## config.mk

```make
export PLATFORM = sky130hd
export DESIGN_NAME = waypoint_heading_follower
export DESIGN_NICKNAME = d
export VERILOG_FILES = /design/src/design/whf_pkg.sv /design/src/design/whf_ram.sv /design/src/design/whf_ctrl.sv /design/src/design/whf_datapath.sv /design/src/design/waypoint_heading_follower.sv
export SDC_FILE = /design/constraint.sdc
export NUM_CORES = 2
export LEC_CHECK = 0
export BUFFER_PORTS_ARGS = -buffer_cell sky130_fd_sc_hd__buf_2
export CAP_MARGIN = 5
export CORE_ASPECT_RATIO = 1.4
export CORE_UTILIZATION = 25
export CTS_BUF_LIST = sky130_fd_sc_hd__clkbuf_4
export DETAILED_ROUTE_END_ITERATION = 16
export SYNTH_ARGS = -nofsm -noshare
export SYNTH_HDL_FRONTEND = slang
export SYNTH_SLANG_ARGS = --single-unit
```

## constraint.sdc

```tcl
create_clock -name clk -period 9.26 [get_ports clk]
set_input_delay 2.315 -clock clk [delete_from_list [all_inputs] [get_ports clk]]
set_output_delay 2.315 -clock clk [all_outputs]
set_load 0.005 [all_outputs]
```

## src/design/whf_pkg.sv

```systemverilog
// Shared types, codes, constants and the arctangent table of the waypoint heading follower.
package whf_pkg;

  localparam int MAX_WAYPOINTS_DEF = 16;
  localparam int CORDIC_STEPS_DEF  = 14;
  localparam int ATAN_LEN          = 20;

  localparam int CFG_IDX_W  = 3;
  localparam int CFG_DATA_W = 16;

  localparam logic signed [17:0] PI_Q     = 18'sd25736;
  localparam logic signed [17:0] TWO_PI_Q = 18'sd51472;
  localparam logic signed [15:0] PI_Q16   = 16'sd25736;

  localparam logic [1:0] FUNC_LOAD = 2'd0;
  localparam logic [1:0] FUNC_POSE = 2'd1;
  localparam logic [1:0] FUNC_TICK = 2'd2;

  localparam logic [1:0] ST_TRACK    = 2'd0;
  localparam logic [1:0] ST_REACHED  = 2'd1;
  localparam logic [1:0] ST_FINISHED = 2'd2;

  localparam logic [CFG_IDX_W-1:0] CFG_CRUISE    = 3'd0;
  localparam logic [CFG_IDX_W-1:0] CFG_GAIN      = 3'd1;
  localparam logic [CFG_IDX_W-1:0] CFG_LIMIT     = 3'd2;
  localparam logic [CFG_IDX_W-1:0] CFG_TOL       = 3'd3;
  localparam logic [CFG_IDX_W-1:0] CFG_STOP_ANG  = 3'd4;
  localparam logic [CFG_IDX_W-1:0] CFG_WP_COUNT  = 3'd5;

  localparam logic [11:0] CRUISE_RST   = 12'd410;
  localparam logic [15:0] GAIN_RST     = 16'd8192;
  localparam logic [14:0] LIMIT_RST    = 15'd12288;
  localparam logic [11:0] TOL_RST      = 12'd205;
  localparam logic [14:0] STOP_ANG_RST = 15'd6554;
  localparam logic [4:0]  WP_COUNT_RST = 5'd5;

  typedef enum logic [3:0] {
    OP_NONE,
    OP_CAPTURE,
    OP_LOAD,
    OP_POSE,
    OP_READ,
    OP_FINISH,
    OP_DIFF,
    OP_SQX,
    OP_SQY,
    OP_REACHED,
    OP_INIT,
    OP_STEP,
    OP_ERR,
    OP_MUL,
    OP_ROUND,
    OP_OUT
  } whf_op_t;

  typedef struct packed {
    whf_op_t op;
  } whf_cmd_t;

  typedef struct packed {
    logic [1:0] func;
    logic       pose_valid;
    logic       route_done;
    logic       near;
    logic       step_last;
    logic       out_free;
  } whf_stat_t;

  function automatic logic [12:0] whf_atan(input logic [4:0] idx);
    logic [12:0] a;
    case (idx)
      5'd0:    a = 13'd6434;
      5'd1:    a = 13'd3798;
      5'd2:    a = 13'd2007;
      5'd3:    a = 13'd1019;
      5'd4:    a = 13'd511;
      5'd5:    a = 13'd256;
      5'd6:    a = 13'd128;
      5'd7:    a = 13'd64;
      5'd8:    a = 13'd32;
      5'd9:    a = 13'd16;
      5'd10:   a = 13'd8;
      5'd11:   a = 13'd4;
      5'd12:   a = 13'd2;
      5'd13:   a = 13'd1;
      default: a = 13'd0;
    endcase
    return a;
  endfunction

endpackage

```

## src/design/whf_ram.sv

```systemverilog
// Generic single-write, single-read RAM with registered read data.
module whf_ram #(
  parameter int WIDTH = 32,
  parameter int DEPTH = 16
) (
  input  logic                     clk,
  input  logic                     we,
  input  logic [$clog2(DEPTH)-1:0] waddr,
  input  logic [WIDTH-1:0]         wdata,
  input  logic [$clog2(DEPTH)-1:0] raddr,
  output logic [WIDTH-1:0]         rdata
);

  logic [WIDTH-1:0] mem [DEPTH];

  always_ff @(posedge clk) begin
    if (we) begin
      mem[waddr] <= wdata;
    end
    rdata <= mem[raddr];
  end

endmodule

```

## src/design/whf_ctrl.sv

```systemverilog
// Sequencing state machine of the waypoint heading follower.
module whf_ctrl (
  input  logic              clk,
  input  logic              rst,
  input  logic              s_axis_tvalid,
  output logic              s_axis_tready,
  input  whf_pkg::whf_stat_t stat,
  output whf_pkg::whf_cmd_t  cmd
);
  import whf_pkg::*;

  typedef enum logic [3:0] {
    S_IDLE,
    S_DECODE,
    S_DIFF,
    S_SQX,
    S_SQY,
    S_CMP,
    S_STEP,
    S_ERR,
    S_MUL,
    S_ROUND,
    S_DONE
  } state_t;

  state_t state, state_next;

  always_comb begin
    state_next = state;
    cmd.op     = OP_NONE;
    unique case (state)
      S_IDLE: begin
        if (s_axis_tvalid) begin
          cmd.op     = OP_CAPTURE;
          state_next = S_DECODE;
        end
      end
      S_DECODE: begin
        state_next = S_IDLE;
        case (stat.func)
          FUNC_LOAD: cmd.op = OP_LOAD;
          FUNC_POSE: cmd.op = OP_POSE;
          FUNC_TICK: begin
            if (stat.pose_valid && stat.route_done) begin
              cmd.op     = OP_FINISH;
              state_next = S_DONE;
            end else if (stat.pose_valid) begin
              cmd.op     = OP_READ;
              state_next = S_DIFF;
            end
          end
          default: cmd.op = OP_NONE;
        endcase
      end
      S_DIFF: begin
        cmd.op     = OP_DIFF;
        state_next = S_SQX;
      end
      S_SQX: begin
        cmd.op     = OP_SQX;
        state_next = S_SQY;
      end
      S_SQY: begin
        cmd.op     = OP_SQY;
        state_next = S_CMP;
      end
      S_CMP: begin
        if (stat.near) begin
          cmd.op     = OP_REACHED;
          state_next = S_DONE;
        end else begin
          cmd.op     = OP_INIT;
          state_next = S_STEP;
        end
      end
      S_STEP: begin
        cmd.op = OP_STEP;
        if (stat.step_last) begin
          state_next = S_ERR;
        end
      end
      S_ERR: begin
        cmd.op     = OP_ERR;
        state_next = S_MUL;
      end
      S_MUL: begin
        cmd.op     = OP_MUL;
        state_next = S_ROUND;
      end
      S_ROUND: begin
        cmd.op     = OP_ROUND;
        state_next = S_DONE;
      end
      S_DONE: begin
        if (stat.out_free) begin
          cmd.op     = OP_OUT;
          state_next = S_IDLE;
        end
      end
      default: state_next = S_IDLE;
    endcase
  end

  always_ff @(posedge clk) begin
    if (rst) begin
      state         <= S_IDLE;
      s_axis_tready <= 1'b1;
    end else begin
      state         <= state_next;
      s_axis_tready <= (state_next == S_IDLE);
    end
  end

endmodule

```

## src/design/whf_datapath.sv

```systemverilog
// Datapath: waypoint table, pose, configuration, distance test, iterative CORDIC and output.
module whf_datapath #(
  parameter int MAX_WAYPOINTS = whf_pkg::MAX_WAYPOINTS_DEF,
  parameter int CORDIC_STEPS  = whf_pkg::CORDIC_STEPS_DEF
) (
  input  logic                           clk,
  input  logic                           rst,
  input  logic [55:0]                    s_axis_tdata,
  input  logic [1:0]                     s_axis_tuser,
  output logic                           m_axis_tvalid,
  input  logic                           m_axis_tready,
  output logic [39:0]                    m_axis_tdata,
  output logic [1:0]                     m_axis_tuser,
  input  logic                           cfg_we,
  input  logic [whf_pkg::CFG_IDX_W-1:0]  cfg_index,
  input  logic [whf_pkg::CFG_DATA_W-1:0] cfg_wdata,
  input  whf_pkg::whf_cmd_t              cmd,
  output whf_pkg::whf_stat_t             stat
);
  import whf_pkg::*;

  localparam int ADDR_W = $clog2(MAX_WAYPOINTS);
  localparam int IW     = $clog2(CORDIC_STEPS);
  localparam int CW     = 26;

  logic [11:0] cfg_cruise;
  logic [15:0] cfg_gain;
  logic [14:0] cfg_limit;
  logic [11:0] cfg_tol;
  logic [14:0] cfg_stop_ang;
  logic [4:0]  cfg_count;

  logic [1:0]         in_func;
  logic [3:0]         in_slot;
  logic signed [15:0] in_x;
  logic signed [15:0] in_y;
  logic signed [15:0] in_head;

  logic signed [15:0] pose_x;
  logic signed [15:0] pose_y;
  logic signed [15:0] pose_head;
  logic               pose_valid;
  logic [4:0]         target_ptr;

  logic               ram_we;
  logic [31:0]        ram_rdata;
  logic signed [15:0] wp_x;
  logic signed [15:0] wp_y;

  logic signed [16:0] dx;
  logic signed [16:0] dy;
  logic               zero_off;
  logic [23:0]        tol2;
  logic [32:0]        d2;
  logic signed [33:0] sqx;
  logic signed [33:0] sqy;
  logic [4:0]         route_len;

  logic signed [CW-1:0] x0;
  logic signed [CW-1:0] y0;
  logic signed [CW-1:0] cx;
  logic signed [CW-1:0] cy;
  logic signed [CW-1:0] sx;
  logic signed [CW-1:0] sy;
  logic signed [17:0]   cz;
  logic signed [17:0]   at_step;
  logic [IW-1:0]        iter;

  logic signed [17:0] zc;
  logic signed [17:0] ang;
  logic signed [17:0] e0;
  logic signed [17:0] ew;
  logic [14:0]        mag_c;
  logic [14:0]        mag;
  logic               err_neg;
  logic [30:0]        prod;
  logic [31:0]        rsum;
  logic [19:0]        rq;
  logic [14:0]        wmag;

  logic [11:0]        res_speed;
  logic signed [15:0] res_turn;
  logic [1:0]         res_status;

  assign wp_x   = ram_rdata[15:0];
  assign wp_y   = ram_rdata[31:16];
  assign ram_we = (cmd.op == OP_LOAD) && (int'(in_slot) < MAX_WAYPOINTS);

  whf_ram #(
    .WIDTH (32),
    .DEPTH (MAX_WAYPOINTS)
  ) u_wp_ram (
    .clk   (clk),
    .we    (ram_we),
    .waddr (ADDR_W'(in_slot)),
    .wdata ({in_y, in_x}),
    .raddr (ADDR_W'(target_ptr)),
    .rdata (ram_rdata)
  );

  assign route_len = (int'(cfg_count) > MAX_WAYPOINTS) ? 5'(MAX_WAYPOINTS) : cfg_count;
  assign sqx       = 34'(dx) * 34'(dx);
  assign sqy       = 34'(dy) * 34'(dy);

  assign x0      = {{3{dx[16]}}, dx, 6'd0};
  assign y0      = {{3{dy[16]}}, dy, 6'd0};
  assign sx      = cx >>> iter;
  assign sy      = cy >>> iter;
  assign at_step = signed'({5'd0, whf_atan(5'(iter))});

  always_comb begin
    if (cz > PI_Q) begin
      zc = PI_Q;
    end else if (cz < -PI_Q) begin
      zc = -PI_Q;
    end else begin
      zc = cz;
    end
    ang = zero_off ? 18'sd0 : zc;
    e0  = ang - {{2{pose_head[15]}}, pose_head};
    if (e0 > PI_Q) begin
      ew = e0 - TWO_PI_Q;
    end else if (e0 < -PI_Q) begin
      ew = e0 + TWO_PI_Q;
    end else begin
      ew = e0;
    end
    mag_c = ew[17] ? 15'(-ew) : 15'(ew);
  end

  assign rsum = {1'b0, prod} + 32'd2048;
  assign rq   = rsum[31:12];
  assign wmag = (rq > {5'd0, cfg_limit}) ? cfg_limit : rq[14:0];

  assign stat.func       = in_func;
  assign stat.pose_valid = pose_valid;
  assign stat.route_done = (target_ptr >= route_len);
  assign stat.near       = (d2 < {9'd0, tol2});
  assign stat.step_last  = (iter == IW'(CORDIC_STEPS - 1));
  assign stat.out_free   = !m_axis_tvalid || m_axis_tready;

  always_ff @(posedge clk) begin
    if (rst) begin
      cfg_cruise   <= CRUISE_RST;
      cfg_gain     <= GAIN_RST;
      cfg_limit    <= LIMIT_RST;
      cfg_tol      <= TOL_RST;
      cfg_stop_ang <= STOP_ANG_RST;
      cfg_count    <= WP_COUNT_RST;
    end else if (cfg_we) begin
      unique case (cfg_index)
        CFG_CRUISE:   cfg_cruise   <= cfg_wdata[11:0];
        CFG_GAIN:     cfg_gain     <= cfg_wdata[15:0];
        CFG_LIMIT:    cfg_limit    <= cfg_wdata[14:0];
        CFG_TOL:      cfg_tol      <= cfg_wdata[11:0];
        CFG_STOP_ANG: cfg_stop_ang <= cfg_wdata[14:0];
        CFG_WP_COUNT: cfg_count    <= cfg_wdata[4:0];
        default:      cfg_count    <= cfg_count;
      endcase
    end
  end

  always_ff @(posedge clk) begin
    if (rst) begin
      pose_x        <= '0;
      pose_y        <= '0;
      pose_head     <= '0;
      pose_valid    <= 1'b0;
      target_ptr    <= '0;
      m_axis_tvalid <= 1'b0;
    end else begin
      if (cmd.op == OP_POSE) begin
        pose_x     <= in_x;
        pose_y     <= in_y;
        pose_valid <= 1'b1;
        if (in_head > PI_Q16) begin
          pose_head <= PI_Q16;
        end else if (in_head < -PI_Q16) begin
          pose_head <= -PI_Q16;
        end else begin
          pose_head <= in_head;
        end
      end
      if (cmd.op == OP_REACHED) begin
        target_ptr <= target_ptr + 5'd1;
      end
      if (cmd.op == OP_OUT) begin
        m_axis_tvalid <= 1'b1;
      end else if (m_axis_tready) begin
        m_axis_tvalid <= 1'b0;
      end
    end
  end

  always_ff @(posedge clk) begin
    case (cmd.op)
      OP_CAPTURE: begin
        in_func <= s_axis_tuser;
        in_slot <= s_axis_tdata[3:0];
        in_x    <= s_axis_tdata[19:4];
        in_y    <= s_axis_tdata[35:20];
        in_head <= s_axis_tdata[51:36];
      end
      OP_FINISH: begin
        res_speed  <= '0;
        res_turn   <= '0;
        res_status <= ST_FINISHED;
      end
      OP_DIFF: begin
        dx       <= {wp_x[15], wp_x} - {pose_x[15], pose_x};
        dy       <= {wp_y[15], wp_y} - {pose_y[15], pose_y};
        zero_off <= (wp_x == pose_x) && (wp_y == pose_y);
        tol2     <= 24'(cfg_tol) * 24'(cfg_tol);
      end
      OP_SQX: d2 <= sqx[32:0];
      OP_SQY: d2 <= d2 + sqy[32:0];
      OP_REACHED: begin
        res_speed  <= '0;
        res_turn   <= '0;
        res_status <= ST_REACHED;
      end
      OP_INIT: begin
        iter <= '0;
        if (dx[16]) begin
          cx <= -x0;
          cy <= -y0;
          cz <= dy[16] ? -PI_Q : PI_Q;
        end else begin
          cx <= x0;
          cy <= y0;
          cz <= '0;
        end
      end
      OP_STEP: begin
        iter <= iter + IW'(1);
        if (cy > 0) begin
          cx <= cx + sy;
          cy <= cy - sx;
          cz <= cz + at_step;
        end else begin
          cx <= cx - sy;
          cy <= cy + sx;
          cz <= cz - at_step;
        end
      end
      OP_ERR: begin
        mag       <= mag_c;
        err_neg   <= ew[17];
        res_speed <= (mag_c > cfg_stop_ang) ? 12'd0 : cfg_cruise;
      end
      OP_MUL: prod <= 31'(cfg_gain) * 31'(mag);
      OP_ROUND: begin
        res_turn   <= err_neg ? -signed'({1'b0, wmag}) : signed'({1'b0, wmag});
        res_status <= ST_TRACK;
      end
      OP_OUT: begin
        m_axis_tdata <= {7'd0, target_ptr, res_turn, res_speed};
        m_axis_tuser <= res_status;
      end
      default: iter <= iter;
    endcase
  end

endmodule

```

## src/design/waypoint_heading_follower.sv

```systemverilog
// Top level of the waypoint heading follower: controller plus datapath.
// Load and pose transfers go via decode back to idle; the next item is taken right after.
// A steering tick runs decode, difference, squares, compare, the CORDIC steps, error,
// multiply and round before its result is offered, the shared CORDIC stage doing one
// vectoring step per cycle; a reached tick skips from compare to output, a finished tick
// goes from decode to output, and a stalled result holds the input off until it is taken.
// rst is synchronous: clears pose, target index and output valid, reloads register defaults.
module waypoint_heading_follower #(
  parameter int MAX_WAYPOINTS = whf_pkg::MAX_WAYPOINTS_DEF,
  parameter int CORDIC_STEPS  = whf_pkg::CORDIC_STEPS_DEF
) (
  input  logic                           clk,
  input  logic                           rst,
  input  logic                           s_axis_tvalid,
  output logic                           s_axis_tready,
  input  logic [55:0]                    s_axis_tdata,  // slot, x_pos, y_pos, heading
  input  logic [1:0]                     s_axis_tuser,  // func
  output logic                           m_axis_tvalid,
  input  logic                           m_axis_tready,
  output logic [39:0]                    m_axis_tdata,  // speed_cmd, turn_cmd, target_index
  output logic [1:0]                     m_axis_tuser,  // status
  input  logic                           cfg_we,
  input  logic [whf_pkg::CFG_IDX_W-1:0]  cfg_index,
  input  logic [whf_pkg::CFG_DATA_W-1:0] cfg_wdata
);
  import whf_pkg::*;

  whf_cmd_t  cmd;
  whf_stat_t stat;

  whf_ctrl u_ctrl (
    .clk           (clk),
    .rst           (rst),
    .s_axis_tvalid (s_axis_tvalid),
    .s_axis_tready (s_axis_tready),
    .stat          (stat),
    .cmd           (cmd)
  );

  whf_datapath #(
    .MAX_WAYPOINTS (MAX_WAYPOINTS),
    .CORDIC_STEPS  (CORDIC_STEPS)
  ) u_datapath (
    .clk           (clk),
    .rst           (rst),
    .s_axis_tdata  (s_axis_tdata),
    .s_axis_tuser  (s_axis_tuser),
    .m_axis_tvalid (m_axis_tvalid),
    .m_axis_tready (m_axis_tready),
    .m_axis_tdata  (m_axis_tdata),
    .m_axis_tuser  (m_axis_tuser),
    .cfg_we        (cfg_we),
    .cfg_index     (cfg_index),
    .cfg_wdata     (cfg_wdata),
    .cmd           (cmd),
    .stat          (stat)
  );

endmodule

```

* Yosys cells after proc, flatten, opt, wreduce, memory -nomap -nowiden *
Memories as Yosys holds them, arrays and structs flattened. A register that Yosys moved wholly into a read port is not among the register bits.
Index checks and enable logic that the tools add are counted.

storage, ports and cells
  register bits after elaboration = 467
  memory bits (read-only) = 208
  memory bits (writable) = 512
  word-level logic and storage cells = 177
  memories = 2
  input bits = 82
  output and inout bits = 44

operators by class
  multiply operators = 4
  reductions and logical operators = 21
  multiplexer cells = 47
  add/subtract/negate cells = 19
  equality and inequality tests = 34
  order comparisons = 12
  shift-type cells = 2

memory list
  memory                   depth  bits a word  rd ports  clocked after Yosys merged registers in  wr ports  line           text
  u_datapath.u_wp_ram.mem  16     32           1         1                                        1         whf_ram.sv:14  logic [WIDTH-1:0] mem [DEPTH];
  (no name shown)          16     13           1         1                                        0         whf_pkg.sv:71  case (idx)

operators with widths
  kind                                                  count
  two-way mux 18 bit                                    8
  two-way mux 26 bit                                    4
  one-hot mux 26 bit (2 select lines)                   2
  one-hot mux 4 bit (11 select lines)                   2
  multiplier 17 x 17 -> 33 bit                          2
  one-hot mux 33 bit (2 select lines)                   1
  adder 26 bit                                          2
  negation 23 -> 26 bit                                 2
  >>> shifter 26 x 4 -> 26 bit                          2
  subtractor 26 bit                                     2
  == test 4 bit, second input constant                  12
  two-way mux 16 bit                                    3
  > comparator 18 x 16 -> 1 bit, second input constant  2
  < comparator 18 x 16 -> 1 bit, second input constant  2
  two-way mux 4 bit                                     9
  one-hot mux 18 bit (2 select lines)                   1
  subtractor 16 x 16 -> 17 bit                          2
  adder 33 bit                                          1
  < comparator 33 x 24 -> 1 bit                         1
  adder 31 x 12 -> 32 bit, second input constant        1
  == test 16 bit                                        2
  one-hot mux 16 bit (2 select lines)                   1
  multiplier 16 x 15 -> 31 bit                          1
  two-way mux 15 bit                                    2
  other kinds (44)                                      72

* Longest topological paths before layout *
  depth after elaboration = 13
  mapped depth = 44
  gate-level depth less buffers = 41

* Hierarchy *
A second synthesis with hierarchy kept.

unflattened totals
  cell total of the unflattened synthesis = 7259
  area total of the unflattened synthesis = 80267.0 µm²

modules (own cells, without submodules)
  module        instances  area an instance (µm²)  cells an instance  sequential area each (µm²)
  whf_datapath  1          59967.5                 6366               12472.0
  whf_ram       1          19854.0                 838                16015.4
  whf_ctrl      1          445.4                   55                 100.1

* Least setup slack after synthesis *
Ideal clock, no wire load.

  path type = register to register
  start point = register u_datapath.dy[16]
  end point = register u_datapath.d2[32] (data pin)
  setup time = 259 ps
  required time = 9001 ps
  clock period less this slack = 7311 ps
  setup slack = 1949 ps
  data arrival time = 7052 ps
  cell stages (with the launch flop) = 23
  buffers on the path = 1
  cells stage by stage = edfxtp_1 inv_1 clkbuf_1 nor2_1 fa_1 fa_1 ha_1 inv_1 fa_1 inv_1 fa_1 fa_1 ha_1 a21o_1 a21o_1 a21oi_1 a21boi_1 o21ai_0 a31o_2 a21o_1 a21oi_1 xnor2_1 a211o_1

between the ends
  cells in the longest elaborated chain, start to end = 3

ends and longest elaborated chain
  item                                 line                 text
  start: declaration                   whf_datapath.sv:51   logic signed [16:0] dy;
  start signal: assignment             whf_datapath.sv:211  dy <= {wp_y[15], wp_y} - {pose_y[15], pose_y};
  multiplier 17 x 17 -> 33 bit         whf_datapath.sv:103  assign sqy = 34'(dy) * 34'(dy);
  adder 33 bit                         whf_datapath.sv:216  OP_SQY: d2 <= d2 + sqy[32:0];
  one-hot mux 33 bit (2 select lines)  whf_datapath.sv:196  case (cmd.op)
  end signal: assignment               whf_datapath.sv:215  OP_SQX: d2 <= sqx[32:0];
  end signal: assignment               whf_datapath.sv:216
  end: declaration                     whf_datapath.sv:54   logic [32:0] d2;

No other way between the ends.
A chain may end at the register's enable or synchronous reset.

* Final worst setup path *
  start point = register u_datapath.cz[4]
  end point = register u_datapath.res_speed[3] (data pin)

between the ends
  cells in the longest elaborated chain, start to end = 13
  elaborated cells on any way between the ends = 17
  those cells by class = add/sub (4); order compare (5); mux (8)

ends and longest elaborated chain
  item                                                                             line                                      text
  start: declaration                                                               whf_datapath.sv:65                        logic signed [17:0] cz;
  start signal: assignment                                                         whf_datapath.sv:227                       cz <= dy[16] ? -PI_Q : PI_Q;
  start signal: assignment                                                         whf_datapath.sv:239                       cz <= cz + at_step;
  start signal: assignment                                                         whf_datapath.sv:243                       cz <= cz - at_step;
  < comparator 18 x 16 -> 1 bit                                                    whf_datapath.sv:114                       end else if (cz < -PI_Q) begin
  two-way mux 18 bit                                                               whf_datapath.sv:114
  two-way mux 18 bit *                                                             whf_datapath.sv:112                       if (cz > PI_Q) begin
  two-way mux 18 bit *                                                             whf_datapath.sv:119                       ang = zero_off ? 18'sd0 : zc;
  subtractor 18 bit *                                                              whf_datapath.sv:120                       e0 = ang - {{2{pose_head[15]}}, pose_head};
  adder 18 x 17 -> 18 bit / < comparator 18 x 16 -> 1 bit (equally long branches)  whf_datapath.sv:124, whf_datapath.sv:123
  two-way mux 18 bit                                                               whf_datapath.sv:123                       end else if (e0 < -PI_Q) begin
  two-way mux 18 bit *                                                             whf_datapath.sv:121                       if (e0 > PI_Q) begin
  negation 15 bit                                                                  whf_datapath.sv:128                       mag_c = ew[17] ? 15'(-ew) : 15'(ew);
  two-way mux 15 bit *                                                             whf_datapath.sv:128
  named net u_datapath.mag_c[1]                                                    whf_datapath.sv:73                        logic [14:0] mag_c;
  > comparator 15 bit *                                                            whf_datapath.sv:249                       res_speed <= (mag_c > cfg_stop_ang) ? 12'd0 : cfg_cruise;
  two-way mux 12 bit *                                                             whf_datapath.sv:249
  one-hot mux 12 bit (2 select lines) *                                            whf_datapath.sv:196
  end signal: assignment                                                           whf_datapath.sv:249
  end: declaration                                                                 whf_datapath.sv:81                        logic [11:0] res_speed;

The timed path passes the listed nets; every way through them passes the cells marked *.

==> impl_metrics.prom <==
# TYPE chip_impl_metric gauge
chip_impl_info{name="outcome",value="completed"} 1
chip_impl_metric{name="ant_nets",unit=""} 0
chip_impl_metric{name="final_min_period_over_clock_period",unit=""} 0.891
chip_impl_metric{name="finalSetupViolCount",unit=""} 0
chip_impl_metric{name="share_seq_of_total_power",unit=""} 0.212
chip_impl_metric{name="syn_area_per_cell",unit="sq um"} 11.3
chip_impl_metric{name="data_arrival_time_of_the_critical_path",unit="ns"} 9.29
chip_impl_metric{name="gpl.final_weighted_congestion",unit=""} 0.918
chip_impl_metric{name="dr_total_vias",unit=""} 52951
chip_impl_metric{name="hold_buffer_count_at_cts",unit=""} 0
chip_impl_metric{name="floorplan.core_area",unit="sq mm"} 0.318
chip_impl_metric{name="ios",unit=""} 126
chip_impl_metric{name="power_switching_share",unit=""} 0.459
chip_impl_metric{name="finalCriticalPeriod",unit="ns"} 8.26
chip_impl_info{name="most_used_dff_post_synth",value="edfxtp_1"} 1
chip_impl_metric{name="max-vdd-ir-drop",unit="V"} 0.000681
chip_impl_info{name="unrepaired_setup_endpoints_after_global_routing",value="no"} 1
chip_impl_info{name="crit_path_end_kind",value="register"} 1
chip_impl_metric{name="fraction_of_layout_instances_using_a_drive_strength_above_1",unit=""} 0.118
chip_impl_metric{name="synth_sequential_area_ratio",unit=""} 0.357
chip_impl_metric{name="pre_cts_slack",unit="ns"} 1.08
chip_impl_metric{name="initial_utilization",unit=""} 0.252
chip_impl_info{name="synth_top_cells_by_area",value="edfxtp_1 31%, fa_1 21%, ha_1 8.4%"} 1
chip_impl_metric{name="worst_slew_pin_slew",unit="ns"} 1.28
chip_impl_metric{name="cts.sink_count",unit=""} 1012
chip_impl_metric{name="final.setup_skew",unit="ns"} 0.212
chip_impl_metric{name="final_max_slew_violation_count",unit=""} 0
chip_impl_info{name="crit_path_start_kind",value="register"} 1
chip_impl_metric{name="grt_util_met2",unit=""} 0.245
chip_impl_metric{name="finalHoldViolCount",unit=""} 0
chip_impl_metric{name="grt_pass1_wl",unit="um"} 327000
chip_impl_info{name="criticalPathCategory",value="register to register"} 1
chip_impl_info{name="tritoncts",value="done"} 1
chip_impl_metric{name="post_dp_cell_area",unit="sq mm"} 0.0856
chip_impl_metric{name="worst_setup_hold_path_clk_slew",unit="ns"} 0.08
chip_impl_info{name="cp_slowest_cell",value="ha_1"} 1
chip_impl_metric{name="clk_path_buf_depth",unit=""} 4
chip_impl_metric{name="grt.total_usage",unit=""} 0.130
chip_impl_metric{name="internal_power",unit="mW"} 14.4
chip_impl_metric{name="netSwitchingPower",unit="mW"} 12.2
chip_impl_metric{name="dieArea",unit="sq mm"} 0.323
chip_impl_info{name="cell_type_with_the_highest_occurrence_count_on_the_critical_path",value="o21ai_0"} 1
chip_impl_metric{name="finish.utilization",unit=""} 0.278
chip_impl_metric{name="largest_net_degree_at_the_start_of_global_routing",unit=""} 97
chip_impl_metric{name="drc",unit=""} 0
chip_impl_metric{name="timing.fmax",unit="MHz"} 121
chip_impl_metric{name="synth_edf_count",unit=""} 832
chip_impl_metric{name="routed_via_density",unit=""} 4.54
chip_impl_metric{name="buffer_ports.inserted",unit=""} 114
chip_impl_metric{name="leakage_dissipation",unit="nW"} 36.5
chip_impl_metric{name="dieWidth",unit="um"} 481
chip_impl_metric{name="cts_made_buffers",unit=""} 238
chip_impl_info{name="grt_busiest_layer",value="met2"} 1
chip_impl_info{name="path_category_of_the_worst_min_delay_check",value="register to register"} 1
chip_impl_metric{name="post_cts_resize_count",unit=""} 0
chip_impl_metric{name="finalSetupTns",unit="ns"} 0
chip_impl_metric{name="postCtsSetupRepairBufs",unit=""} 0
chip_impl_metric{name="dp.final_hpwl",unit="um"} 156000
chip_impl_metric{name="clkLatencyLatePin",unit="ns"} 1.25
chip_impl_metric{name="fin_area",unit="sq mm"} 0.0886
chip_impl_metric{name="worst-path-max-fanout",unit=""} 15
chip_impl_metric{name="wl",unit="um"} 210000
chip_impl_metric{name="drtIter0Drc",unit=""} 3074
chip_impl_metric{name="yosys.area.top_type_share",unit=""} 0.312
chip_impl_metric{name="ctsHtreeMaxLevel",unit=""} 4
chip_impl_metric{name="rows",unit=""} 245
chip_impl_metric{name="ys_types",unit=""} 112
chip_impl_metric{name="drv_cap",unit=""} 0
chip_impl_metric{name="delay_of_the_slowest_cell_on_the_worst_path",unit="ns"} 0.54
chip_impl_metric{name="combinationalPowerShare",unit=""} 0.649
chip_impl_metric{name="num-nets-final",unit=""} 8712
chip_impl_metric{name="fp.dieH",unit="um"} 672
chip_impl_metric{name="dr.pass1.iters",unit=""} 7
chip_impl_metric{name="area_growth",unit="%"} 10.5
chip_impl_metric{name="overflow",unit=""} 0
chip_impl_metric{name="met3_routing_resource_usage_after_global_routing",unit=""} 0.0157
chip_impl_metric{name="yosys_register_bits",unit=""} 1012
chip_impl_metric{name="power.density",unit="mW/mm^2"} 301
chip_impl_info{name="mostFrequentLayoutCells",value="1075 x inv_1, 833 x fa_1, 832 x edfxtp_1"} 1
chip_impl_metric{name="worst_ep_required_time",unit="ns"} 10.29
chip_impl_info{name="final_common_cell",value="inv_1"} 1
chip_impl_metric{name="slew-limit-headroom",unit=""} 0.143
chip_impl_metric{name="clockPowerShare",unit=""} 0.139
chip_impl_metric{name="setup_ws",unit="ns"} 1.00
chip_impl_metric{name="syn_area",unit="sq mm"} 0.0802
chip_impl_metric{name="globalRouteMet1Util",unit=""} 0.142
chip_impl_info{name="ctsRootBufferMaster",value="clkbuf_4"} 1
chip_impl_metric{name="grt_pass1_vias",unit=""} 57702
chip_impl_metric{name="synth-async-reset-ratio",unit=""} 0
chip_impl_metric{name="routed_wire_length_per_instance",unit="um"} 18.0
chip_impl_metric{name="synthesis.instances",unit=""} 7081
chip_impl_metric{name="warning_count_from_the_yosys_run",unit=""} 0
chip_impl_info{name="yosysTopAreaCell",value="edfxtp_1"} 1
chip_impl_metric{name="grt_antenna_before_repair",unit=""} 10
-- cell usage after synthesis, drive strengths merged (19+ instances only) --
cell type and instances:
a31oi 28, mux4 197, a21o 92, clkbuf 223
and3 39, dfxtp 180, nor2 331, buf 47
nand4 27, o21bai 21, or2 19, o21a 43
xnor2 232, a21oi 309, a211o 19, nor2b 51
and2 261, mux2i 61, a21boi 21, nand2b 81
o31ai 27, inv 1076, edfxtp 832, xor2 130
o21ai 209, mux2 29, nand3 65, ha 540
fa 833, nand2 753, a211oi 22, nor4 20
nor3 81
-- sequential cells by signal (all words and copies together) (netlist names), 13 cells and up --
| signal | flops |
|---|---|
| u_datapath.u_wp_ram.mem | 512 |
| u_datapath.tol2 | 23 |
| u_datapath.pose_x | 16 |
| u_datapath.pose_y | 16 |
| u_datapath.in_x | 16 |
| u_datapath.cx | 26 |
| u_datapath.cz | 18 |
| u_datapath.u_wp_ram.rdata | 32 |
| u_datapath.m_axis_tdata | 33 |
| u_datapath.prod | 20 |
| u_datapath.pose_head | 16 |
| u_datapath.res_turn | 16 |
| u_datapath.in_head | 16 |
| u_datapath.in_y | 16 |
| u_datapath.cfg_limit | 15 |
| u_datapath.dy | 17 |
| u_datapath.cfg_gain | 16 |
| u_datapath.mag | 15 |
| u_datapath.cfg_stop_ang | 15 |
| u_datapath.d2 | 33 |
| u_datapath.dx | 17 |
| u_datapath.cy | 26 |
| u_datapath.at_step | 13 |
-- final timing paths --
check / from / to / slack [ns] / cells after the start
setup / recovery: u_datapath.cz[4] / u_datapath.res_speed[3] / 1.00 / 39
hold / removal: u_datapath.res_speed[6] / u_datapath.m_axis_tdata[6] / 0.44 / 0
setup reg to reg: u_datapath.cz[4] / u_datapath.res_speed[3] / 1.00 / 39
hold reg to reg: u_datapath.res_speed[6] / u_datapath.m_axis_tdata[6] / 0.44 / 0
-- metal layers --
metal  vias to the layer above  wire length [um]
li1                      24243                 -
met1                     26936             77400
met2                      1278            114000
met3                       488              8700
met4                         6              9950
met5                         -                47
-- power by group through the flow --
stage | clock (mW) | sequential [mW] | combinational [mW]
floorplan | 0 | 5.65 | 12.6
global placement | 0 | 5.75 | 17.2
detailed placement | 0 | 5.76 | 17.3
CTS | 3.84 | 5.66 | 17.5
global route | 4.02 | 5.68 | 19.3
finish | 3.70 | 5.66 | 17.3
-- metrics by stage --
stage | hold WS (ns) | std cells | total power [mW]
6_report | 0.437 | 11655 | 26.6
5_1_grt | 0.437 | 11655 | 29.0
3_5_place_dp | 0.405 | 11216 | 23.1
4_1_cts | 0.437 | 11653 | 27.0
3_3_place_gp | 0.405 | 11215 | 22.9
2_1_floorplan | 0.400 | 7087 | 18.3
-- worst max-delay path: cells and delay by family, from the launching register on --
kind / cells / cell delay, ns
adder cells (fa/ha/maj): 4 / 1.54
flip-flops: 1 / 0.43
buffers and inverters: 2 / 0.26
AND/OR/NAND/NOR: 11 / 1.35
XOR/XNOR: 1 / 0.45
AO/OA/AOI/OAI: 21 / 4.13
-- cell type report --
type / count / area (sq um)
antenna: 2 / 5.00
clock buffer: 332 / 2490
clock inverter: 105 / 556
fill: 32858 / 230000
inverter: 1084 / 4070
multi-input combinational: 4721 / 46400
sequential: 1012 / 28600
tap: 4199 / 5250
timing repair buffer: 200 / 1230
-- cell families after synthesis --
group,count (synthesis),synth area share
AND/OR/NAND/NOR,1789,0.106
adder cells (fa/ha/maj),1373,0.292
buffers and inverters,1354,0.0664
flip-flops,1012,0.357
AO/OA/AOI/OAI,903,0.0708
XOR/XNOR,362,0.0401
multiplexers,287,0.0681
other,1,0.0000468
No activity file was read; power rests on OpenSTA's default activity.
